`src/hw/rtl/hcmp_pkg.sv`:
```
// shared types and constants of the hop count search block
// no dependencies; used by hcmp_div and hop_count_by_matrix_power
package hcmp_pkg;

  localparam int unsigned MaxNodes = 64;
  localparam int unsigned NodeW    = $clog2(MaxNodes);
  localparam int unsigned CntW     = $clog2(MaxNodes + 1);
  localparam int unsigned PosW     = $clog2(MaxNodes * MaxNodes + 1);
  localparam int unsigned EntryW   = 32;
  localparam int unsigned AddrW    = 4;
  localparam int unsigned DataW    = 32;

  // register index, taken from paddr[3:2]
  typedef enum logic [1:0] {
    REG_NODE_COUNT = 2'd0,
    REG_SOURCE     = 2'd1,
    REG_DEST       = 2'd2
  } cfg_reg_e;

  typedef struct packed {
    logic            start;
    logic [PosW-1:0] dividend;
    logic [CntW-1:0] divisor;
  } div_req_t;

  typedef struct packed {
    logic            done;
    logic [PosW-1:0] quotient;
    logic [CntW-1:0] remainder;
  } div_rsp_t;

endpackage

```
`src/hw/rtl/hcmp_div.sv`:
```
// restoring divider, one quotient bit per cycle
// splits the linear load position into row and column; uses hcmp_pkg
module hcmp_div (
  input  logic              clk_i,
  input  logic              rst_ni,
  input  hcmp_pkg::div_req_t req_i,
  output hcmp_pkg::div_rsp_t rsp_o
);

  localparam int unsigned StepW = $clog2(hcmp_pkg::PosW + 1);

  logic                        busy_q;
  logic                        done_q;
  logic [StepW-1:0]            step_q;
  logic [hcmp_pkg::PosW-1:0]   quo_q;
  logic [hcmp_pkg::CntW-1:0]   rem_q;
  logic [hcmp_pkg::CntW-1:0]   div_q;
  logic [hcmp_pkg::CntW:0]     shifted;
  logic [hcmp_pkg::CntW:0]     diff;
  logic                        ge;

  assign shifted = {rem_q, quo_q[hcmp_pkg::PosW-1]};
  assign ge      = shifted >= {1'b0, div_q};
  assign diff    = shifted - {1'b0, div_q};

  always_ff @(posedge clk_i or negedge rst_ni) begin
    if (!rst_ni) begin
      busy_q <= 1'b0;
      done_q <= 1'b0;
      step_q <= '0;
    end else begin
      done_q <= 1'b0;
      if (req_i.start) begin
        busy_q <= 1'b1;
        step_q <= StepW'(hcmp_pkg::PosW);
      end else if (busy_q) begin
        step_q <= step_q - StepW'(1);
        if (step_q == StepW'(1)) begin
          busy_q <= 1'b0;
          done_q <= 1'b1;
        end
      end
    end
  end

  // datapath, no reset needed
  always_ff @(posedge clk_i) begin
    if (req_i.start) begin
      quo_q <= req_i.dividend;
      rem_q <= '0;
      div_q <= req_i.divisor;
    end else if (busy_q) begin
      quo_q <= {quo_q[hcmp_pkg::PosW-2:0], ge};
      rem_q <= ge ? diff[hcmp_pkg::CntW-1:0] : shifted[hcmp_pkg::CntW-1:0];
    end
  end

  assign rsp_o.done      = done_q;
  assign rsp_o.quotient  = quo_q;
  assign rsp_o.remainder = rem_q;

endmodule

```
`config.mk`:
```
export PLATFORM = sky130hd
export DESIGN_NAME = hcmp_div
export DESIGN_NICKNAME = d
export VERILOG_FILES = /design/src/hw/rtl/hcmp_pkg.sv /design/src/hw/rtl/hcmp_div.sv
export SDC_FILE = /design/constraint.sdc
export NUM_CORES = 1
export LEC_CHECK = 0
export BUFFER_PORTS_ARGS = -buffer_cell sky130_fd_sc_hd__buf_2
export CELL_PAD_IN_SITES_DETAIL_PLACEMENT = 0
export CELL_PAD_IN_SITES_GLOBAL_PLACEMENT = 1
export CORE_ASPECT_RATIO = 1.25
export CORE_MARGIN = 2
export CORE_UTILIZATION = 40
export DETAILED_ROUTE_END_ITERATION = 10
export PLACE_DENSITY_LB_ADDON = 0.12
export SYNTH_ARGS = -nofsm -noshare
export SYNTH_HDL_FRONTEND = slang
export SYNTH_SLANG_ARGS = --single-unit
```
`constraint.sdc`:
```
create_clock -name clk_i -period 4.3 [get_ports clk_i]
set_input_delay 0.215 -clock clk_i [delete_from_list [all_inputs] [get_ports clk_i]]
set_output_delay 0.215 -clock clk_i [all_outputs]
set_load 0.01 [all_outputs]
```
==> key figures <==
Timing
  • Remaining max-slew budget at the tightest pin: 46.2%
  • Number of failing setup endpoints in the final timing report: 0
  • Worst-Margin Slew: 808 ps
  • Period utilisation layout: 53.2%
  • RSZ-0062 raised after global routing: no
  • Final clock skew: 6.99 ps
  • Highest attainable clock frequency: 0.437 GHz
  • Final count of pins violating max slew: 0
  • Crit path time final: 2290 ps
  • Final hold violation count: 0
  • Post-route worst hold slack: 108 ps
  • Sum of negative setup slack: 0 ps

Detailed routing
  • Routed via count: 1395
  • Number of iterations in the first detailed-routing pass: 4
  • Number of violations reported at the end of detailed-routing iteration 0: 61
  • Routed length per placed instance: 13.6 µm
  • Remaining DRCs: 0
  • Remaining antenna violation count after routing: 0
  • Total length of routed wires: 3610 µm
  • Routed via count divided by cell count: 5.24

Power and ir drop
  • P per Cell Area: 490 mW/mm²
  • Power Total: 0.00110 W
  • Leak Pwr: 0.952 nW
  • Largest vdd supply drop: 0.000263 V

Worst setup path
  • Worst Setup End Kind: register
  • Terminus of the critical flop-to-flop path: rem_q[4]$_SDFFE_PP0P_
  • Sequence of cells on the critical path: inv_1, ha_1, fa_1, nand2b_1, a211o_1, and3_1, o31ai_2
  • Family of cells with the greatest summed delay on the critical path: compound AO/OA/AOI/OAI gates
  • Maximum fanout count along the critical path: 9
  • Required time reported for the critical path endpoint: 4490 ps
  • Delay of the slowest cell on the worst path: 410 ps
  • Cell count of the worst reg-to-reg path: 7
  • Category of the worst setup path launch point: register
  • Setup slack of the worst register-to-register path: 2010 ps
  • Data arrival time of the worst path: 2480 ps
  • Bufs and invs on worst path: 1
  • Path type of the worst setup path: register to register
  • Critical Path Slowest Stage Cell: fa_1
  • Beginning of the worst register-to-register path: quo_q[12]$_DFFE_PP_

Global route
  • Initial antenna violation count: 0
  • Vias in the first global route: 1411
  • Largest net degree at the start of global routing: 41
  • Total gr overflow: 0
  • Global-route wire length before repair: 6420 µm
  • All-Layer GR Usage: 15.7%

Place
  • Total instance count after detailed placement: 257
  • Weighted congestion reported at the end of routability-driven placement: 0.794
  • Cell area after placement: 0.00211 mm²
  • Detailed-placement wirelength estimate: 2680 µm
  • Port-buffer cells: 43

Yosys
  • Syn_area_per_cell: 11.3 µm²
  • Async set-reset flop share out of synthesis: 18.2%
  • EDFF count, synth: 20
  • Post-synth net total: 200
  • Synth unique cells: 45
  • Post-Synthesis Cell Area: 0.00189 mm²
  • Sequential share of the synthesized area: 47.2%
  • Register bit total from synthesis: 33
  • Synth Flop Type: edfxtp_1
  • Yosys warning total: 0
  • Number of cells produced by synthesis: 167

Cells and area
  • Layout Area Growth over Synthesis: 18.5%
  • Number of cells in the finished layout apart from fillers: 266
  • Share of cells above drive strength 1: 35.1%
  • Most common cell after layout, fill and taps aside: buf_2
  • Top library cells by usage in the layout, fill and taps aside: 43 x buf_2, 20 x edfxtp_1, 14 x inv_1, 12 x mux2_2, 12 x nor2_1
  • Final antenna diode count: 0
  • Number of filler instances in the final layout: 454
  • Flip-flop and latch area: 891 µm²
  • Multi-input combinational cell area: 880 µm²
  • Fin nets: 240
  • Final design area excluding fillers: 0.00224 mm²

Clocking
  • Setup fix buffers added after clock tree synthesis: 0
  • H-tree Lvls: 2
  • Clock latency reported for the late side of the worst-skew pair: 280 ps
  • Num CTS Buffers: 5
  • CTS max path bufs: 2
  • Cell chosen for the clock root: clkbuf_8
  • TritonCTS clock tree: built
  • Count of clock tree sinks: 33
  • Clock slew at the register clock pins of the worst setup and hold paths: 70 ps

Die
  • Count of boundary I/O pins: 44
  • Initial standard-cell utilization of the core: 42.3%
  • DIE AREA: 0.00529 mm²
  • Area of the placeable core: 0.00446 mm²
  • Die height: 80.8 µm
  • Rows: 27
  • Die W: 65.5 µm

Worst hold path
  • Hold depth: 1
  • Class of the most critical hold timing path: input port to register
  • Critical hold path startpoint: req_i[4]
  • Endpoint of the worst hold-timing path: div_q[4]$_DFFE_PP_

Run
  • Max-cap check violation count: 0

Run status
  • Run status: completed
-- layer usage --
metal  track usage (%)  vias to the layer above  routed length (µm)
li1                  -                      682                   -
met1              18.9                      671                1520
met2              28.0                       36                1880
met3              3.05                        6                 152
met4              5.63                        0                  57
met5                 0                        -                   0
-- registers in the layout, indices dropped and copies added (netlist names) --
signal  flops
busy_q      1
div_q       7
done_q      1
quo_q      13
rem_q       7
step_q      4
-- Yosys cell counts, types with 2 or more instances --
master / count / share of area, %
xnor2_1: 4 / 1.9
mux2_2: 12 / 7.2
inv_1: 14 / 2.8
and3_1: 2 / 0.66
nand4_1: 2 / 0.66
nand3b_1: 3 / 1.2
o31ai_2: 2 / 1.3
a21o_1: 4 / 1.6
a311oi_2: 2 / 1.6
nand2_1: 8 / 1.6
o21ai_0: 2 / 0.53
or3b_2: 3 / 1.4
dfrtp_1: 6 / 8.0
a21oi_1: 2 / 0.53
nand2b_1: 7 / 2.3
a41oi_1: 4 / 1.9
a31oi_1: 2 / 0.66
buf_4: 2 / 0.79
buf_6: 2 / 1.2
ha_1: 9 / 6.0
nor3b_1: 6 / 2.4
nor2_1: 12 / 2.4
dfxtp_1: 7 / 7.4
o21bai_1: 3 / 1.2
edfxtp_1: 20 / 32
a211oi_1: 4 / 1.6
clkbuf_1: 5 / 0.99
-- metrics by stage --
step                      worst slack, ps  util (%)
after detailed placement             1990      47.3
after floorplan                      2070         -
final                                2010      50.2
after global placement               2070      47.3
after global routing                 1860      50.2
after CTS                            1980      50.2
-- worst max-delay path by stage --
stage                        startpoint               endpoint  slack (ps)  cells past startpoint
finish              quo_q[12]$_DFFE_PP_  rem_q[4]$_SDFFE_PP0P_        2010                      7
global route        quo_q[12]$_DFFE_PP_  rem_q[2]$_SDFFE_PP0P_        1860                      7
CTS                 quo_q[12]$_DFFE_PP_  rem_q[4]$_SDFFE_PP0P_        1980                      7
detailed placement  quo_q[12]$_DFFE_PP_  rem_q[4]$_SDFFE_PP0P_        1990                      7
global placement    quo_q[12]$_DFFE_PP_  rem_q[0]$_SDFFE_PP0P_        2070                      7
floorplan           quo_q[12]$_DFFE_PP_  rem_q[0]$_SDFFE_PP0P_        2070                      9
-- cell families after synthesis --
kind of cell,Yosys count,synth area share (%)
flip-flops,33,47.2
adder cells (fa/ha/maj),10,7.02
AND/OR/NAND/NOR,49,15.0
AO/OA/AOI/OAI,32,14.5
XOR/XNOR,5,2.32
multiplexers,13,7.69
buffers and inverters,25,6.23
-- layout make-up --
cell class,instances,area share (%)
sequential,33,39.8
multi-input combinational,109,39.3
timing repair buffer,44,10.1
clock buffer,7,3.86
tap,58,3.24
inverter,14,2.35
clock inverter,1,1.34
-- power by group --
group	switching, W	internal (W)	leakage [nW]
combinational	0.000200	0.000170	0.563
sequential	0.0000397	0.000389	0.330
clock	0.000108	0.000189	0.0585
-- timing repair --
item                                   CTS  global route
hold buffers                             1             0
endpoints found under the hold margin    6             0
gates resized for setup                  0             0
setup endpoints to repair                0             0
(Power assumes the default switching activity.)
